[config.mk]
export PLATFORM = sky130hd
export DESIGN_NAME = fpa_cfg
export DESIGN_NICKNAME = d
export VERILOG_FILES = /design/src/rtl/fpa_pkg.sv /design/src/rtl/fpa_cfg.sv
export SDC_FILE = /design/constraint.sdc
export NUM_CORES = 1
export LEC_CHECK = 0
export BUFFER_PORTS_ARGS = -buffer_cell sky130_fd_sc_hd__buf_2
export CAP_MARGIN = 20
export CORE_MARGIN = 5
export CORE_UTILIZATION = 50
export CTS_CLUSTER_SIZE = 8
export DETAILED_ROUTE_END_ITERATION = 12
export HOLD_SLACK_MARGIN = 0.02
export PLACE_DENSITY = 0.85
export SLEW_MARGIN = 40
export SYNTH_ARGS = -nofsm -noshare
export SYNTH_HDL_FRONTEND = slang
export SYNTH_SLANG_ARGS = --single-unit
[constraint.sdc]
create_clock -name clk_i -period 4.2 [get_ports clk_i]
set_clock_uncertainty 0.1 [all_clocks]
set_input_delay 0.42 -clock clk_i [delete_from_list [all_inputs] [get_ports clk_i]]
set_output_delay 0.42 -clock clk_i [all_outputs]
set_load 0.005 [all_outputs]
[src/rtl/fpa_pkg.sv]
// ----------------------------------------------------------------------------
// fpa_pkg
// Shared types and constants of the fixed unit pool allocator.
// ----------------------------------------------------------------------------
package fpa_pkg;

  localparam int MaxBlocks   = 16;
  localparam int SlotW       = 4;
  localparam int MaxUnits    = 64;
  localparam int UnitW       = 6;
  localparam int AlignBytes  = 8;
  localparam int CheckPeriod = 15;
  localparam int IdleLimit   = 300;

  localparam logic [1:0] ModeFetch   = 2'd0;
  localparam logic [1:0] ModeRecycle = 2'd1;
  localparam logic [1:0] ModeCheck   = 2'd2;

  localparam logic [1:0] RegUnitSize = 2'd0;
  localparam logic [1:0] RegUpb      = 2'd1;
  localparam logic [1:0] RegBase     = 2'd2;

  typedef enum logic [2:0] {
    StOk        = 3'd0,
    StNoCfg     = 3'd1,
    StExhausted = 3'd2,
    StBadAddr   = 3'd3,
    StDouble    = 3'd4
  } status_e;

  typedef struct packed {
    logic [17:0] usize;
    logic [6:0]  upb;
    logic [31:0] base;
  } cfg_t;

endpackage

[src/rtl/fpa_cfg.sv]
// ----------------------------------------------------------------------------
// fpa_cfg
// APB register file; writes are dropped while any block is live.
// ----------------------------------------------------------------------------
module fpa_cfg (
  input  logic               clk_i,
  input  logic               rst_ni,
  input  logic               psel,
  input  logic               penable,
  input  logic               pwrite,
  input  logic [3:0]         paddr,
  input  logic [31:0]        pwdata,
  output logic [31:0]        prdata,
  output logic               pready,
  input  logic               lock_i,
  output fpa_pkg::cfg_t      cfg_o
);
  import fpa_pkg::*;

  logic [16:0] usize_q;
  logic [6:0]  upb_q;
  logic [31:0] base_q;
  logic        wr;
  logic [17:0] usize_r;

  assign wr = psel && penable && pwrite && !lock_i;

  always_ff @(posedge clk_i or negedge rst_ni) begin
    if (!rst_ni) begin
      usize_q <= '0;
      upb_q   <= 7'd4;
      base_q  <= '0;
    end else if (wr) begin
      case (paddr[3:2])
        RegUnitSize: usize_q <= pwdata[16:0];
        RegUpb:      upb_q   <= pwdata[6:0];
        RegBase:     base_q  <= pwdata;
        default: ;
      endcase
    end
  end

  always_comb begin
    case (paddr[3:2])
      RegUnitSize: prdata = 32'(usize_q);
      RegUpb:      prdata = 32'(upb_q);
      RegBase:     prdata = base_q;
      default:     prdata = '0;
    endcase
  end

  assign pready  = 1'b1;
  assign usize_r = (18'(usize_q) + 18'(AlignBytes - 1)) & ~18'(AlignBytes - 1);

  always_comb begin
    cfg_o.usize = usize_r;
    cfg_o.base  = base_q;
    if (upb_q == 7'd0) cfg_o.upb = 7'd1;
    else if (upb_q > 7'(MaxUnits)) cfg_o.upb = 7'(MaxUnits);
    else cfg_o.upb = upb_q;
  end
endmodule

## Word-level counts from Yosys, hierarchy flattened

Cells that the tools add are included.

| cells by class | value |
|---|---|
| add/subtract/negate cells | 1 |
| magnitude comparators | 1 |
| equal/unequal tests | 2 |
| muxes and demuxes | 3 |
| reduce and logical (&&, ||, !) cells | 9 |

Operator list:

| operator | number |
|---|---|
| $pmux 32 s3 | 1 |
| $add 17x3->18 const B | 1 |
| $mux 7 | 2 |
| $gt 7x7->1 const B | 1 |
| $logic_not 7->1 | 1 |
| $reduce_and 2->1 | 3 |
| $logic_and 1x1->1 | 3 |
| $eq 2x1->1 const B | 1 |
| $eq 2x2->1 const B | 1 |
| $logic_not 2->1 | 1 |
| $logic_not 1->1 | 1 |

| storage, ports and cells | value |
|---|---|
| register bits after elaboration | 56 |
| bits of input ports | 42 |
| output and inout port bits | 90 |
| logic and storage cells | 19 |

## Longest topological paths before layout

Gate-level depths: netlist of the first run.

| depth | value |
|---|---|
| depth after elaboration | 4 |
| mapped depth | 5 |
| gate-level depth less buffers | 4 |

## Least setup slack after synthesis of the first run

OpenSTA, ideal clock, no wires.

| timing path | value |
|---|---|
| path type | register to output |
| start point | reg usize_q[1] |
| end point | out cfg_o[54] (netlist bit) |
| arrival time | 1,224 ps |
| data required time | 3,680 ps |
| path slack | 2,456 ps |
| cell stages (with the launch flop) | 5 |
| path buffers | 0 |
| cell sequence | dfrtp_1 > or3_1 > and4b_1 > nand2_1 > xnor2_1 |

RTL lines:

| item | RTL line | text |
|---|---|---|
| start: declaration | fpa_cfg.sv:20 | `logic [16:0] usize_q;` |
| start signal: assignment | fpa_cfg.sv:35 | `RegUnitSize: usize_q <= pwdata[16:0];` |
| end: declaration | fpa_cfg.sv:16 | `output fpa_pkg::cfg_t cfg_o` |

## Worst setup path after layout of the first run

| timing path | value |
|---|---|
| start point | in paddr[3] |
| end point | out prdata[1] |

| between the ends | value |
|---|---|
| cells in the longest elaborated chain, start to end | 2 |
| elaborated cells on any way between the ends | 4 |

RTL lines:

| item | RTL line | text |
|---|---|---|
| start: declaration | fpa_cfg.sv:11 | `input logic [3:0] paddr,` |
| $eq 2x2->1, or another cell as far along | fpa_cfg.sv:44 | `case (paddr[3:2])` |
| $pmux 32 s3 * | fpa_cfg.sv:44 |  |
| end: declaration | fpa_cfg.sv:13 | `output logic [31:0] prdata,` |

Mark *: on every way between the ends. The rest lies on a longest branch, timed or not.

==> results by group, run 1 <==
Yosys
  – Post-Synthesis Cells: roughly 230
  – Area contributors post-synth: dfrtp_1 48%, mux2_2 21%, mux2i_1 5.9%, and2_1 3.2%, xnor2_1 3.0%
  – Sequential fraction of the synthesis area: about half
  – Cell type with the highest aggregate area in the netlist: dfrtp_1
  – Top cell type's share of synthesized area: ~48%
  – Yosys reg bits: between 50 and 60
  – Mean Syn Cell Area: 12.35 µm²
  – Combined area of all synthesized cells: 0.002890 mm²
  – Count of cell types in the netlist: 29
  – Synth Warn #: 0

Critical path
  – Capturing point of the worst reg2reg path: upb_q[6]$_DFFE_PN0P_
  – Reg-to-Reg Start: upb_q[6]$_DFFE_PN0P_
  – CP dominant cell by count: buf_2
  – Crit end category: primary output
  – Critical Path Start Type: primary input
  – R2R Setup Slk: roughly 3.2 ns
  – Crit Path Max Fanout: 21
  – Slowest CP cell: nor2b_2
  – Worst path required time: between 3 and 4 ns
  – Reg2Reg Depth: 1
  – Crit Path Class: in -> out
  – Critical path's largest stage delay: 0.50 ns
  – Arr. time, crit path: 1.91 ns
  – Worst-path cell chain: buf_2, nor2b_2, buf_4, nand2_1, o21ai_0, buf_2

Global routing
  – Overall routing resource usage: roughly a fifth
  – Vias in the first global route: approximately 2300
  – Largest net degree at the start of global routing: 57
  – Global-route wire length before repair: approximately 11 mm
  – Overflow after GRT: 0
  – Antenna violations before repair: 0

Finish
  – Filler cell count: 461
  – Commonest cells after routing, fill and taps aside: 125 x buf_2, 55 x dfrtp_1, 54 x mux2_2
  – Diode count: 0
  – Commonest non-fill, non-tap cell in the layout: buf_2
  – Area Overhead vs Synth: 25.24%
  – Core Util, Final: between 60% and 70%
  – Layout cells sized above 1: between 50% and 60%
  – Post-layout nets: approximately 400

Clock network
  – Root Buffer: clkbuf_8
  – Clk sinks: 56
  – PostCTS Resize Cnt: 0
  – Hold-fix buffers, CTS: 0
  – H-tree level count: 2
  – Number of setup buffers added after CTS: 0
  – Clock-pin slew on the worst setup and hold paths: around 0.10 ns
  – Clock latency on the worst-skew pair: 0.30 ns
  – CTS tree: built
  – Cts bufs inserted: 5
  – CTS max path bufs: 2

Timing
  – Setup violators final: 0
  – Final Max Slew Viols: 0
  – Actual slew at the worst max-slew pin: between 0.7 and 0.8 ns
  – Hold WS: approximately 0.12 ns
  – Count of final hold-check violations: 0
  – Final worst path period need: roughly 2.4 ns
  – Period utilization: between 50% and 60%
  – Setup TNS: 0 ns
  – Max Clock Freq: around 410 MHz
  – Unrepaired setup endpoints after global routing: no
  – Rel. slew slack: a little over half

Route
  – DRT Wirelength: roughly 7 mm
  – Detail Route Antenna Nets: 0
  – DR WL/cell: about 16 µm
  – First-pass DRT Iterations: 6
  – Initial DRC Count: 80
  – Via density: about 5.2
  – DRC: 0
  – Vias: about 2200

Placement
  – Post-DP HPWL: around 5.2 mm
  – RD Place Congestion: 0.7596
  – PortBufs: 125

Worst hold path
  – Worst Hold Class: in -> async

Floorplanning
  – Core area: 0.005574 mm²
  – DIE AREA: 0.007401 mm²
  – Num rows: 27
  – Die W: roughly 86 µm
  – Initial Util: about half
  – Io pins: roughly 130
  – Die H: 86.03 µm

Pwr
  – Total Power: 1.444 mW
  – Peak supply drop: between 0.2 and 0.3 mV
  – Power density over cell area: 398.9 mW/mm²
  – Leak: approximately 1.9 nW

Run
  – Max Cap Viol: 0

Outcome
  – Status: completed
==> worst max-delay path, delay by kind of cell <==
kind / cells / cell delay [ns]
and+or+nand+nor: 2 / 0.56
AOI/OAI and AO/OA: 1 / 0.07
buffers and inverters: 3 / 0.86
==> flip-flops by register name, indices dropped and copies added, names as in the netlist <==
name	flops
base_q	32
upb_q	7
usize_q	17
==> cell type report <==
class                      count  area, µm²  share of cell area (%)
clock inverter                 2      12.51                  0.3457
sequential                    56       1403                   38.75
tap                           72      90.09                   2.489
clock buffer                   6      72.57                   2.005
timing repair buffer         129      659.4                   18.22
multi-input combinational    165       1383                   38.20
==> worst max path at each step <==
stage	start	endpoint	slack (ns)	depth (start not counted)
final	paddr[3]	prdata[1]	1.77	6
after global routing	paddr[3]	prdata[6]	1.55	6
after CTS	paddr[3]	prdata[1]	1.56	6
after detailed placement	paddr[3]	base_q[27]$_DFFE_PN0P_	1.53	4
after global placement	paddr[3]	base_q[30]$_DFFE_PN0P_	1.56	4
after floorplan	usize_q[1]$_DFFE_PN0P_	cfg_o[54]	2.46	4
==> report_power, final <==
part	internal [mW]	switching, mW	leakage, nW	total (mW)
logic	0.235	0.167	1.17	0.402
clock network	0.117	0.172	0.0412	0.289
registers	0.645	0.108	0.714	0.753
==> synth_stat cells, drive strengths merged <==
cell     n
mux2    56
dfrtp   55
mux2i   17
and2    15
nor2    14
nand2   13
buf     12
xnor2   10
o21ai    7
nor2b    6
nand3    5
nor3     4
xor2     4
clkbuf   3
and4     2
conb     2
nor3b    2
a21oi    1
and3     1
and4b    1
dfstp    1
nand4    1
nand4b   1
or3      1
==> layer usage <==
layer,GRT usage (%),wire [µm]
met5,0,0
met4,5.036,85
met3,6.532,676
met2,33.36,3363
met1,23.22,2862
==> per-stage QoR <==
| stage | instances | setup WS [ns] | cell area [µm²] |
|---|---|---|---|
| 6_report | 430 | 1.770 | 3620 |
| 3_3_place_gp | 421 | 1.559 | 3521 |
| 4_1_cts | 429 | 1.560 | 3606 |
| 3_5_place_dp | 421 | 1.528 | 3521 |
| 2_1_floorplan | 236 | 2.456 | 2898 |
| 5_1_grt | 430 | 1.547 | 3620 |
==> kinds of logic (layout without fill, tap and decap cells) <==
group | count (synthesis) | after routing | synth area share (%)
AOI/OAI and AO/OA | 8 | 8 | 1.385
xor gates and xnor gates | 14 | 14 | 4.242
buffers and inverters | 15 | 137 | 3.983
DFF | 56 | 56 | 48.53
muxes | 73 | 73 | 27.71
other | 2 | 4 | 0.2598
and+or+nand+nor | 66 | 66 | 13.90
Power figures use the tool's default switching activity.
==> run 2, diff against run 1 <==
CORE_UTILIZATION = 42   (was 50)
PLACE_DENSITY = 0.76   (was 0.85)
clock period = 1.97 ns   (was 4.2 ns; I/O delays follow)
==> run 2 against run 1 <==
  * The run now ends with negative setup slack left
  * First-iteration DRC count down 20%
  * Core utilization down 6.2 points
  * Wire length up 9.5%
  * Die area up 17%
  * Sequential share of layout area down 3.4 points
  * Flip-flop and latch count unchanged
  * Setup slack worse by 1.8 ns
  * Critical path depth down 1
  * Clock power up 120%
  * Final area up 9.7%
  * Combinational power up 150%
  * Largest cell class is now multi-input combinational cells
  * Highest routed layer unchanged
==> results by group, run 2 (synthesis results as in run 1) <==
Floorplanning
  – Io pins: between 100 and 150
  – Core area: a little under 0.007 mm²
  – Die H: around 93 µm
  – Initial Util: 42.78%
  – Num rows: 30
  – DIE AREA: approximately 0.0086 mm²
  – Die W: between 90 and 100 µm

Placement
  – PortBufs: approximately 130
  – Placed instance count: 438
  – Post-DP HPWL: about 5.6 mm
  – Post-Place Setup Slack: ~0.18 ns
  – RD Place Congestion: around 0.75
  – Placed Area: around 0.0036 mm²

Critical path
  – Delay-heaviest family, CP: simple AND/OR/NAND/NOR gates
  – Crit Path Max Fanout: 4
  – Number of buffers and inverters on the critical path: 1
  – Critical path's largest stage delay: 0.41 ns
  – Crit Path Class: reg -> out
  – Crit end category: primary output
  – Arr. time, crit path: roughly 1.7 ns
  – Worst-path cell chain: or3_4, and4b_2, nand2_2, xnor2_2, buf_2
  – R2R Setup Slk: between 0.8 and 0.9 ns
  – Slowest CP cell: dfrtp_1
  – Critical Path Start Type: flop
  – Worst path required time: ~1.7 ns
  – Crit path launch: usize_q[1]$_DFFE_PN0P_
  – Reg-to-Reg Start: usize_q[2]$_DFFE_PN0P_

Route
  – Vias: 2338
  – DR WL/cell: between 15 and 20 µm
  – DRC: 0
  – DRT Wirelength: around 7.6 mm
  – Detail Route Antenna Nets: 0
  – Initial DRC Count: 64
  – First-pass DRT Iterations: 4
  – Via density: roughly 5.0

Worst hold path
  – Hold_sp: pwdata[14]
  – Worst Hold Class: in -> reg

Timing
  – Actual slew at the worst max-slew pin: approximately 0.67 ns
  – Rel. slew slack: 55.51%
  – Final worst path period need: 2.032 ns
  – Setup TNS: -0.1369 ns
  – Fin worst setup slack: -0.06237 ns
  – Period utilization: 103.2%
  – Max Clock Freq: about 500 MHz
  – Unrepaired setup endpoints after global routing: yes
  – Count of final hold-check violations: 0
  – Final Max Slew Viols: 0
  – Setup violators final: 4

Finish
  – Post-layout nets: around 430
  – Commonest cells after routing, fill and taps aside: 125 x buf_2, 54 x mux2_2, 53 x dfrtp_1
  – Largest reg by FF count: base_q
  – Area Overhead vs Synth: 37.40%
  – Layout cells sized above 1: a little under three fifths
  – Filler cell count: 578
  – Commonest non-fill, non-tap cell in the layout: buf_2
  – Max reg flops: 32
  – Post-route design area: 0.003971 mm²
  – Final Non-Filler Cells: roughly 470
  – Biggest regs: base_q x32, usize_q x17, upb_q x7
  – Diode count: 0
  – Core Util, Final: 58.78%

Pwr
  – Part of the power in combinational logic: 30.7%
  – Cell-internal power: 2.210 mW
  – Peak supply drop: roughly 0.38 mV
  – Power density over cell area: roughly 800 mW/mm²
  – Seq pwr share: between 40% and 50%
  – Net switching power: a little over 1 mW
  – Clk pwr share: between 10% and 20%
  – Net Sw Frac: 31.27%
  – Leak: 2.092 nW

Global routing
  – Overflow after GRT: 0
  – Antenna violations before repair: 0
  – Vias in the first global route: ~2500
  – Largest net degree at the start of global routing: 57
  – Overall routing resource usage: a little under a fifth
  – Global-route wire length before repair: between 10 and 15 mm

Clock network
  – CTS max path bufs: 2
  – Clock latency on the worst-skew pair: around 0.30 ns
  – CTS tree: built
  – H-tree level count: 2
  – Cts bufs inserted: 5
  – Clk sinks: 56
  – Clock-pin slew on the worst setup and hold paths: 0.10 ns
  – Root Buffer: clkbuf_8

Outcome
  – Failing checks: negative setup slack
  – Status: complete, but fails checks

Run
  – Max Cap Viol: 0
-- run 2: cell count changes in the layout (fill, tap and decap cells not counted), moves of 2 or more --
cell / change
dlygate4sd3_1: +17
buf_4: +12
nand3_1: -3
nand3_2: +3
buf_12: +2
dfrtp_1: -2
dfrtp_2: +2
xnor2_1: -2
xnor2_2: +2
-- run 2: worst paths after layout --
| kind | cells past startpoint | endpoint |
|---|---|---|
| worst max-delay path | 5 | cfg_o[54] |
| worst max register to register | 3 | usize_q[2]$_DFFE_PN0P_ |
| worst min-delay path | 2 | base_q[14]$_DFFE_PN0P_ |
| min in group asynchronous | 3 | base_q[20]$_DFFE_PN0P_ |
| worst min register to register | 1 | base_q[16]$_DFFE_PN0P_ |
| max in group asynchronous | 3 | upb_q[2]$_DFFE_PN1P_ |
-- run 2: area by class of cell --
| type | count | area (µm²) | share of cell area [%] |
|---|---|---|---|
| Clock buffer | 5 | 68.82 | 1.733 |
| Clock inverter | 3 | 23.77 | 0.5986 |
| Timing Repair Buffer | 159 | 948.4 | 23.88 |
| Multi-Input combinational cell | 165 | 1425 | 35.89 |
| Tap cell | 80 | 100.1 | 2.520 |
| Sequential cell | 56 | 1405 | 35.38 |
-- run 2: what timing repair did --
| action | CTS | global route |
|---|---|---|
| gates resized for setup | 6 | 5 |
| buffers inserted | 4 | 1 |
| endpoints found under the setup margin | 11 | 12 |
| hold endpoints to repair | 71 | 0 |
| hold buffers | 17 | 0 |
| pin swaps | 5 | 4 |
-- run 2: stage by stage --
stage          power [mW]  hold slack (ns)
2_1_floorplan       2.032          -0.1986
3_3_place_gp        2.502           0.1201
3_5_place_dp        2.541           0.1211
4_1_cts             3.240          0.02126
5_1_grt             3.431          0.02091
6_report            3.215          0.03052
-- run 2: power by group through the flow --
stage / clock, mW / sequential (mW) / combinational, mW
3_3_place_gp: 0 / 1.59 / 0.909
5_1_grt: 0.709 / 1.63 / 1.09
2_1_floorplan: 0 / 1.58 / 0.451
6_report: 0.637 / 1.59 / 0.987
4_1_cts: 0.660 / 1.59 / 0.991
3_5_place_dp: 0 / 1.61 / 0.930
-- run 2: layer usage --
layer / vias up / GRT usage, % / share of wire, %
li1: 1111 / - / -
met1: 1127 / 21.85 / 41
met2: 91 / 32.33 / 50
met3: 9 / 5.686 / 7.9
met4: 0 / 4.518 / 1.1
met5: - / 0 / 0
