File: src/rtl/fpa_mul.sv
// ----------------------------------------------------------------------------
// fpa_mul
// Shared multiplier with registered product, loaded on enable.
// ----------------------------------------------------------------------------
module fpa_mul (
  input  logic        clk_i,
  input  logic        en_i,
  input  logic [10:0] a_i,
  input  logic [17:0] b_i,
  output logic [28:0] p_o
);
  logic [28:0] p_q;

  always_ff @(posedge clk_i) begin
    if (en_i) begin
      p_q <= 29'(a_i) * 29'(b_i);
    end
  end

  assign p_o = p_q;
endmodule

File: config.mk
export PLATFORM = sky130hd
export DESIGN_NAME = fpa_mul
export DESIGN_NICKNAME = d
export VERILOG_FILES = /design/src/rtl/fpa_mul.sv
export SDC_FILE = /design/constraint.sdc
export NUM_CORES = 1
export LEC_CHECK = 0
export BUFFER_PORTS_ARGS = -buffer_cell sky130_fd_sc_hd__buf_2
export CORE_ASPECT_RATIO = 0.9
export CORE_MARGIN = 2
export CORE_UTILIZATION = 56
export CTS_CLUSTER_DIAMETER = 150
export DETAILED_ROUTE_END_ITERATION = 12
export GPL_TIMING_DRIVEN = 0
export PLACE_DENSITY_LB_ADDON = 0.15
export SETUP_SLACK_MARGIN = 0.2
export SYNTH_ARGS = -nofsm -noshare
export SYNTH_HDL_FRONTEND = slang
export SYNTH_SLANG_ARGS = --single-unit
File: constraint.sdc
create_clock -name clk_i -period 7.1 [get_ports clk_i]
set_clock_uncertainty 0.1 [all_clocks]
set_input_delay 1.42 -clock clk_i [delete_from_list [all_inputs] [get_ports clk_i]]
set_output_delay 1.42 -clock clk_i [all_outputs]
set_load 0.02 [all_outputs]
# Word level (Yosys, flattened, before mapping)
# Index checks and enable logic that the tools add are counted.
[op_classes] multipliers=1
[ops] operator="$mul 11x18->29" n=1
[totals] regBits=29 word_cells=2 output_inout_bits=29 in_bits=31

# Longest topological paths before layout
# Gate-level depths: netlist of run 1.
[logic_depth] word_depth=1 depth_mapped=19 ltp_nobuf=18

# Worst setup path after synthesis of run 1
# Ideal clock, no wire load.
[synth_path] kind="input -> register" start="in a_i[2]" end="reg p_q[27] (netlist: p_o[27]) (data pin)" t_arrival_ns=6.002 path_buffers=3 setup_time_ns=0.260 slack_ns=0.738 path_stages=19 t_required_ns=6.740 cell_sequence="clkbuf_1 -> clkbuf_1 -> nand2_1 -> fa_1 -> fa_1 -> inv_1 -> fa_1 -> fa_1 -> inv_1 -> fa_1 -> inv_1 -> ha_1 -> clkbuf_1 -> nand2_1 -> o21ai_0 -> o211a_1 -> o31a_1 -> o221ai_1 -> xnor2_1"
[synth_between] elab_chain_len=1
[synth_rtl] element="from (decl)" line="8" source="input logic [10:0] a_i,"
[synth_rtl] element="$mul 11x18->29" line="16" source="p_q <= 29'(a_i) * 29'(b_i);"
[synth_rtl] element="to (signal assigned)" line="16"
[synth_rtl] element="to (decl)" line="12" source="logic [28:0] p_q;"
# Every way passes these cells.
# A chain may end at the register's enable or synchronous reset.

# Worst setup path in the final report of run 1
[layout_path] start="in b_i[5]" end="reg p_q[18] (netlist: p_o[18]) (data pin)"
[layout_between] elab_chain_len=1
[layout_rtl] element="from (decl)" line="9" source="input logic [17:0] b_i,"
[layout_rtl] element="$mul 11x18->29" line="16"
# Every way passes these cells.

==> results of run 1 <==
==> kinds of logic (layout without fill, tap and decap cells) <==
family          count (synthesis)  after routing  share of synthesized area, %
xor+xnor                       21             21                          2.52
buf+inv                       198            261                          10.2
compound gates                 73             73                          6.76
simple gates                  262            262                          17.8
fa+ha+maj                     210            210                          50.8
flops                          29             29                          11.9
==> worst min-delay path by stage <==
stage / from / endpoint / slack (ns)
after CTS: b_i[0] / p_o[0] / 1.36
after detailed placement: b_i[0] / p_o[0] / 1.64
after global placement: b_i[0] / p_o[0] / 1.63
after global routing: b_i[0] / p_o[0] / 1.35
after floorplan: en_i / p_o[0] / 1.43
final: b_i[0] / p_o[0] / 1.36
==> routing by layer <==
metal / wire, um / share of wire [%] / vias up / GRT usage, %
met1: 6820 / 40 / 2817 / 33.9
met5: 0 / 0 / - / 0
met2: 8750 / 52 / 199 / 45.0
met3: 1050 / 6.2 / 28 / 3.15
li1: - / - / 2533 / -
met4: 319 / 1.9 / 0 / 5.69
==> metrics by stage <==
step           total power [W]  utilization [%]  worst slack, ns  hold WS (ns)
3_3_place_gp           0.00345             61.3         -0.00809          1.63
4_1_cts                0.00375             62.4            0.280          1.36
2_1_floorplan          0.00278                -            0.738          1.43
5_1_grt                0.00415             62.5            0.202          1.35
3_5_place_dp           0.00352             61.3           -0.133          1.64
6_report               0.00373             62.5            0.506          1.36
==> power groups by stage <==
stage	clock network, W	registers (W)	logic [W]
after floorplan	0	0.000534	0.00224
after global placement	0	0.000428	0.00302
after detailed placement	0	0.000432	0.00309
after CTS	0.000202	0.000430	0.00312
after global routing	0.000212	0.000435	0.00350
final	0.000198	0.000428	0.00311
==> final cells by class <==
cell class              count  area share (%)
flip-flops and latches     29            11.0
clock buffers               5            1.58
plain buffers              35            1.86
clock inverters             3           0.158
inverters                 162            7.67
repair buffers             56            3.54
well taps                 164            2.59
multi-input cells         566            71.6
==> repair_timing <==
| item | 4_1_cts | 5_1_grt |
|---|---|---|
| buffers inserted | 0 | 0 |
| resized for setup | 2 | 22 |
| endpoints found under the hold margin | 0 | 0 |
| setup endpoints to repair | 3 | 12 |
| gates cloned | 0 | 0 |
==> cell usage after synthesis (all sizes together) (2+ instances only) <==
| master | number |
|---|---|
| inv | 162 |
| fa | 143 |
| nand2 | 115 |
| and2 | 102 |
| ha | 67 |
| clkbuf | 36 |
| edfxtp | 29 |
| a21oi | 26 |
| nor2 | 18 |
| xnor2 | 18 |
| o21ai | 17 |
| nand3 | 8 |
| a21o | 4 |
| and3 | 4 |
| nor2b | 4 |
| a31oi | 3 |
| nand2b | 3 |
| o21a | 3 |
| xor2 | 3 |
| a211o | 2 |
| a21boi | 2 |
| a311oi | 2 |
| nand4 | 2 |
| nor3 | 2 |
| o211ai | 2 |
| o21ba | 2 |
| o31a | 2 |
| o31ai | 2 |
| or3 | 2 |
==> results by group, run 1 <==
Run status
  • Status: complete, no violations

Logic synthesis
  • Number of synthesized flops with an enable pin: 29
  • Cell taking the most area after synthesis: fa_1
  • Post-synth cell types: 43
  • Synth Register Bits: 29
  • Synthesized area: 7290 um^2
  • Ys Warns: 0
  • Top-area cell type share of the netlist area: 39.3%
  • Post-synth net total: 1034
  • Post-synth ARST share: 0%
  • Top FF cell, synth: edfxtp_1
  • Mapped Cells: 793
  • Avg Inst Size Synth: 9.20 um^2
  • Main area contributors after synthesis: fa_1 (39%), edfxtp_1 (12%), ha_1 (11%)
  • Post-synthesis sequential area ratio: 11.9%

Critical path
  • Critical-path top delay cell: fa_1
  • Most used cell, CP: fa_1
  • WP data required: 7.02 ns
  • Family with the most delay on the worst path: adder cells
  • CP Launch Type: primary input
  • CP max FO: 10
  • Crit-path max cell delay: 0.56 ns
  • Worst path depth: 19
  • Critical path, cell by cell: buf_2 > clkbuf_1 > and2_1 > fa_1 > inv_1 > fa_1 > inv_1 > fa_1 > fa_1 > inv_1 > fa_1 > inv_1 > ha_1 > a21oi_1 > o21ai_0 > a31oi_1 > a21boi_1 > o21a_1 > o31a_1
  • Worst Setup SP: b_i[5]
  • CP endpoint kind: register
  • WS Path Type: primary input to register
  • CP bufs+invs: 6
  • Worst path arrival time: 6.51 ns
  • Crit path to: p_o[18]

Finish
  • Non-filler cells, final: 1020
  • Layout Nets: 1096
  • Most common cell after layout, fill and taps aside: inv_1
  • Multi-input logic area: 5680 um^2
  • Antenna cells: 0
  • Synthesis-to-finish area growth: 8.72%
  • Seq. cell area: 871 um^2
  • Max FFs per register: 29
  • Most frequent cells in the layout: inv_1 (162), fa_1 (143), nand2_1 (115)
  • Number of fill cells: 1125
  • Share of cells above drive strength 1: 9.70%
  • Design area: 7930 um^2

Detailed routing
  • Via count: 5577
  • Final wirelength: 16900 um
  • Final ANT Viol Nets: 0
  • Drt pass-1 iters: 6
  • Drt wl/cell: 16.6 um
  • DRC Markers: 0
  • DRT iter0 DRCs: 317
  • DR vias/cell: 5.47

STA
  • Worst relative slew slack: 56.3%
  • Total negative slack: 0 ns
  • Finish-stage setup viols: 0
  • Fmax: 152 MHz
  • Post-route minimum period: 6.59 ns
  • Slew Limit Fails: 0
  • Worst-margin pin slew: 0.656 ns
  • Period utilization: 92.9%
  • Final hold viol count: 0
  • RSZ-0062 raised after global routing: no

Placed design
  • Placed cells: 1013
  • Detailed placer's ending HPWL: 14100 um
  • GP Congestion: 0.923
  • Dpl cell area: 7780 um^2
  • PortBufs: 56

Power and ir drop
  • Peak VDD IR: 0.389 mV
  • Fraction of power consumed by sequential logic: 11.5%
  • Pleak: 4.01 nW
  • Cell Pwr Density: 471 nW/um^2
  • Part of the power in combinational logic: 83.2%
  • Switching power: 0.00195 W
  • Int Pwr: 0.00178 W
  • Clock network fraction of total power: 5.3%
  • Switching Fraction: 52.3%

Clock tree
  • Number of hold buffers added after CTS: 0
  • CTS root buf: clkbuf_16
  • # clock sinks: 29
  • CTS tree: yes
  • Num CTS Buffers: 5
  • Maximum clock path buffer count: 2
  • H-tree depth: 2
  • Reg clk slew, reported paths: 0.05 ns

Worst hold path
  • WHS Path Cells: 2
  • Worst Hold Class: primary input to register

GRT
  • Number of antenna violations at the first check in global routing: 0
  • Number of global-route vias before repair: 5887
  • Congestion Overflow GR: 0
  • GR Util All Layers: 25.4%
  • Largest net degree at the start of global routing: 30
  • First-pass GRT wire length: 28500 um

Die
  • Starting density of the core: 57.5%
  • Die area: 14000 um^2
  • Die Y: 112 um
  • Die Wd: 124 um
  • Core Rows: 39
  • # IOs: 60
  • Core area: 12700 um^2

Job
  • Max-cap viol count: 0
No activity file was read; power rests on OpenSTA's default activity.
==> run 2: changes to the inputs <==
- CTS_BUF_LIST: default -> sky130_fd_sc_hd__clkbuf_16
- MAX_ROUTING_LAYER: default -> met4
- PLACE_DENSITY_LB_ADDON: 0.15 -> 0.2
==> results by group, run 2 (synthesized netlist as in run 1, its figures left out) <==
Run status
  • Status: complete, no violations

Finish
  • Layout Nets: 1096
  • Antenna cells: 0
  • Most common cell after layout, fill and taps aside: inv_1
  • Most frequent cells in the layout: inv_1 (163), fa_1 (143), nand2_1 (115)
  • Max FFs per register: 29
  • Synthesis-to-finish area growth: 8.58%
  • Share of cells above drive strength 1: 9.12%
  • Number of fill cells: 1122

STA
  • WHS: 1.35 ns
  • Fmax: 150 MHz
  • Finish-stage setup viols: 0
  • Worst relative slew slack: 57.4%
  • Period utilization: 94.0%
  • Post-route minimum period: 6.68 ns
  • RSZ-0062 raised after global routing: no
  • Final hold viol count: 0
  • Slew Limit Fails: 0
  • Worst-margin pin slew: 0.639 ns

Clock tree
  • Number of hold buffers added after CTS: 0
  • CTS root buf: clkbuf_16
  • Reg clk slew, reported paths: 0.05 ns
  • Num CTS Buffers: 5
  • H-tree depth: 2
  • # clock sinks: 29
  • CTS tree: yes
  • Maximum clock path buffer count: 2

Worst hold path
  • WHS Path Cells: 2
  • Hold Crit Start: b_i[0]
  • Worst Hold Class: primary input to register
  • WHS Endpoint: p_o[0]

Detailed routing
  • Final wirelength: 16600 um
  • Final ANT Viol Nets: 0
  • Drt pass-1 iters: 6
  • DRC Markers: 0
  • DRT iter0 DRCs: 318
  • Drt wl/cell: 16.3 um
  • Via count: 5553
  • DR vias/cell: 5.45

Die
  • Die Wd: 124 um
  • Starting density of the core: 57.5%
  • Die area: 14000 um^2
  • Core Rows: 39
  • # IOs: 60
  • Core area: 12700 um^2
  • Die Y: 112 um

Critical path
  • Worst path arrival time: 6.59 ns
  • WP data required: 7.01 ns
  • CP Launch Type: primary input
  • WS Path Type: primary input to register
  • CP max FO: 10
  • CP endpoint kind: register

Placed design
  • PortBufs: 56
  • GP Congestion: 0.939
  • Detailed placer's ending HPWL: 13900 um

GRT
  • First-pass GRT wire length: 27800 um
  • Largest net degree at the start of global routing: 30
  • Number of antenna violations at the first check in global routing: 0
  • Congestion Overflow GR: 0
  • GR Util All Layers: 25.6%
  • Number of global-route vias before repair: 5901

Job
  • Max-cap viol count: 0

Power and ir drop
  • Peak VDD IR: 0.398 mV
  • Cell Pwr Density: 467 nW/um^2
  • Pleak: 4.00 nW
  • Final Total Pwr: 0.00370 W
-- run 2: worst max-delay path by stage --
stage	slack, ns	to	start
global placement	0.02	p_o[18]	a_i[2]
floorplan	0.74	p_o[27]	a_i[2]
finish	0.42	p_o[27]	a_i[10]
CTS	0.28	p_o[27]	a_i[5]
detailed placement	-0.12	p_o[27]	a_i[3]
global route	0.22	p_o[21]	a_i[8]
-- run 2: worst max-delay path, cell delays in order --
cell and delay (ns):
buf_2 0.21, clkbuf_1 0.48, and2_1 0.23, fa_1 0.44, fa_1 0.55, fa_1 0.45, fa_1 0.50, inv_1 0.05
fa_1 0.47, inv_1 0.04, ha_1 0.25, clkbuf_1 0.25, nand2_1 0.08, o21ai_0 0.28, o211a_1 0.22, o31a_1 0.30
o221ai_1 0.21, xnor2_1 0.16
-- run 2: per-stage QoR --
| stage | instances | area [um^2] | util (%) | TNS [ns] | setup slack (ns) |
|---|---|---|---|---|---|
| floorplan | 793 | 7290 | - | 0 | 0.738 |
| global placement | 1013 | 7780 | 61.3 | 0 | 0.0179 |
| detailed placement | 1013 | 7780 | 61.3 | -0.360 | -0.120 |
| CTS | 1020 | 7910 | 62.4 | 0 | 0.279 |
| global route | 1019 | 7920 | 62.4 | 0 | 0.216 |
| finish | 1019 | 7920 | 62.4 | 0 | 0.424 |
-- run 2: cell type report --
type,count,area (um^2),area share (%)
inverters,162,608,7.68
clock buffers,5,125,1.58
flip-flops and latches,29,871,11.0
plain buffers,35,143,1.80
clock inverters,2,7.51,0.0948
well taps,164,205,2.59
multi-input cells,566,5680,71.7
repair buffers,56,280,3.54
-- run 2: report_power, final --
group	switching (W)	internal, W
registers	0.0000144	0.000412
clock network	0.0000644	0.000124
logic	0.00185	0.00124
-- run 2: what timing repair did --
action,4_1_cts,5_1_grt
setup endpoints to repair,3,11
hold endpoints to repair,0,0
buffers inserted,0,0
resized for setup,2,14
-- run 2: per-layer routing --
layer	GRT usage (%)	part of all wire, %
met3	4.29	5.8
met5	-	0
met2	42.7	51
met1	32.9	41
met4	6.97	2.2
==> run 3: changes to the inputs <==
- clock period: 7.1 -> 5.65 ns (I/O delays scaled with it)
==> results by group, run 3 (synthesized netlist as in run 1, its figures left out) <==
Run status
  • Status: finished with violations
  • Failing checks: setup timing

Detailed routing
  • DRC Markers: 0
  • Drt pass-1 iters: 5
  • DR vias/cell: 5.55
  • DRT iter0 DRCs: 344
  • Final wirelength: 19500 um
  • Via count: 5981
  • Final ANT Viol Nets: 0
  • Drt wl/cell: 18.1 um

Finish
  • Most common cell after layout, fill and taps aside: inv_1
  • Synthesis-to-finish area growth: 29.5%
  • Max FFs per register: 29
  • Share of cells above drive strength 1: 28.1%
  • Most frequent cells in the layout: inv_1 (149), fa_1 (129), nand2_1 (101)
  • Final core occ: 74.4%
  • Layout Nets: 1154
  • Antenna cells: 0

Worst hold path
  • Worst Hold Class: primary input to register

Die
  • Starting density of the core: 57.5%
  • Die Wd: 124 um
  • Core Rows: 39
  • Die area: 14000 um^2
  • Core area: 12700 um^2
  • Die Y: 112 um
  • # IOs: 60

Clock tree
  • Num CTS Buffers: 5
  • H-tree depth: 2
  • Number of hold buffers added after CTS: 0
  • CTS root buf: clkbuf_16
  • CTS tree: yes
  • # clock sinks: 29
  • Maximum clock path buffer count: 2
  • Reg clk slew, reported paths: 0.05 ns

Power and ir drop
  • Fraction of power consumed by sequential logic: 8.5%
  • Clock network fraction of total power: 3.9%
  • Pleak: 4.59 nW
  • Switching Fraction: 49.1%
  • Int Pwr: 0.00324 W
  • Switching power: 0.00313 W
  • Peak VDD IR: 0.564 mV
  • Cell Pwr Density: 675 nW/um^2
  • Part of the power in combinational logic: 87.7%

Critical path
  • WP data required: 5.58 ns
  • CP bufs+invs: 5
  • Family with the most delay on the worst path: adder cells
  • Worst path arrival time: 5.71 ns
  • Critical path, cell by cell: buf_12 > clkbuf_8 > and2_4 > fa_1 > fa_1 > fa_1 > fa_1 > inv_1 > fa_1 > inv_1 > ha_1 > clkbuf_8 > and3_4 > and2_4 > o211a_1 > o31a_1 > a221oi_2 > xnor2_1
  • Crit-path max cell delay: 0.60 ns
  • Most used cell, CP: fa_1
  • CP max FO: 9
  • Critical-path top delay cell: fa_1
  • CP endpoint kind: register
  • WS Path Type: primary input to register
  • CP Launch Type: primary input

STA
  • RSZ-0062 raised after global routing: yes
  • Slew Limit Fails: 0
  • Finish-stage setup viols: 9
  • Worst-margin pin slew: 0.655 ns
  • Setup ws final: -0.129 ns
  • Worst relative slew slack: 56.3%
  • WHS: 1.06 ns
  • Fmax: 173 MHz
  • Post-route minimum period: 5.78 ns
  • Final hold viol count: 0
  • Period utilization: 102%

Placed design
  • PortBufs: 56
  • GP Congestion: 0.891
  • Detailed placer's ending HPWL: 14300 um

GRT
  • Number of global-route vias before repair: 6663
  • Congestion Overflow GR: 0
  • Number of antenna violations at the first check in global routing: 0
  • GR Util All Layers: 30.8%
  • First-pass GRT wire length: 32500 um
  • Largest net degree at the start of global routing: 30

Job
  • Max-cap viol count: 0
## run 3: cell types whose count changed in the layout (fill, tap and decap cells not counted), sizes merged
cell / before / now
buf: 56 / 113
clkbuf: 40 / 41
## run 3: power groups by stage
stage	clock network, W	registers, W	logic [W]
floorplan	0	0.000672	0.00329
global route	0.000264	0.000548	0.00619
CTS	0.000250	0.000540	0.00526
detailed placement	0	0.000543	0.00436
finish	0.000248	0.000539	0.00559
global placement	0	0.000538	0.00430
## run 3: layout make-up
cell class | instances | area [um^2]
Inverter | 162 | 611
Clock buffer | 5 | 125
Fill cell | 900 | 3240
Buffer | 36 | 568
Tap cell | 164 | 205
Sequential cell | 29 | 871
Timing Repair Buffer | 113 | 893
Multi-Input combinational cell | 566 | 6160
Clock inverter | 2 | 7.51
## run 3: through the flow
stage / TNS, ns / setup WS [ns] / cell area [um^2] / total power, W / std cells
floorplan: -0.0644 / -0.0417 / 7610 / 0.00397 / 793
global placement: -7.42 / -0.668 / 8100 / 0.00484 / 1013
detailed placement: -7.79 / -0.671 / 8100 / 0.00490 / 1013
CTS: -0.160 / -0.0523 / 9240 / 0.00605 / 1068
global route: -2.35 / -0.280 / 9440 / 0.00700 / 1077
finish: -0.608 / -0.129 / 9440 / 0.00637 / 1077
## run 3: timing repair
action | in CTS | in global routing
pin swaps | 47 | 41
setup buffers | 42 | 9
resized for setup | 130 | 50
endpoints found under the setup margin | 18 | 16
cloned | 6 | 0
## run 3: per-layer routing
| metal | routed length, um | vias to the layer above | track usage, % |
|---|---|---|---|
| met5 | 0 | - | - |
| met4 | 719 | 0 | 10.9 |
| met2 | 10200 | 228 | 54.3 |
| li1 | - | 2655 | - |
| met1 | 7400 | 3040 | 36.1 |
| met3 | 1200 | 58 | 4.91 |
## run 3: worst paths after layout
kind,from,end,slack [ns],depth (start not counted)
hold / removal,b_i[0],p_o[0],1.06,2
setup / recovery,a_i[8],p_o[25],-0.13,18
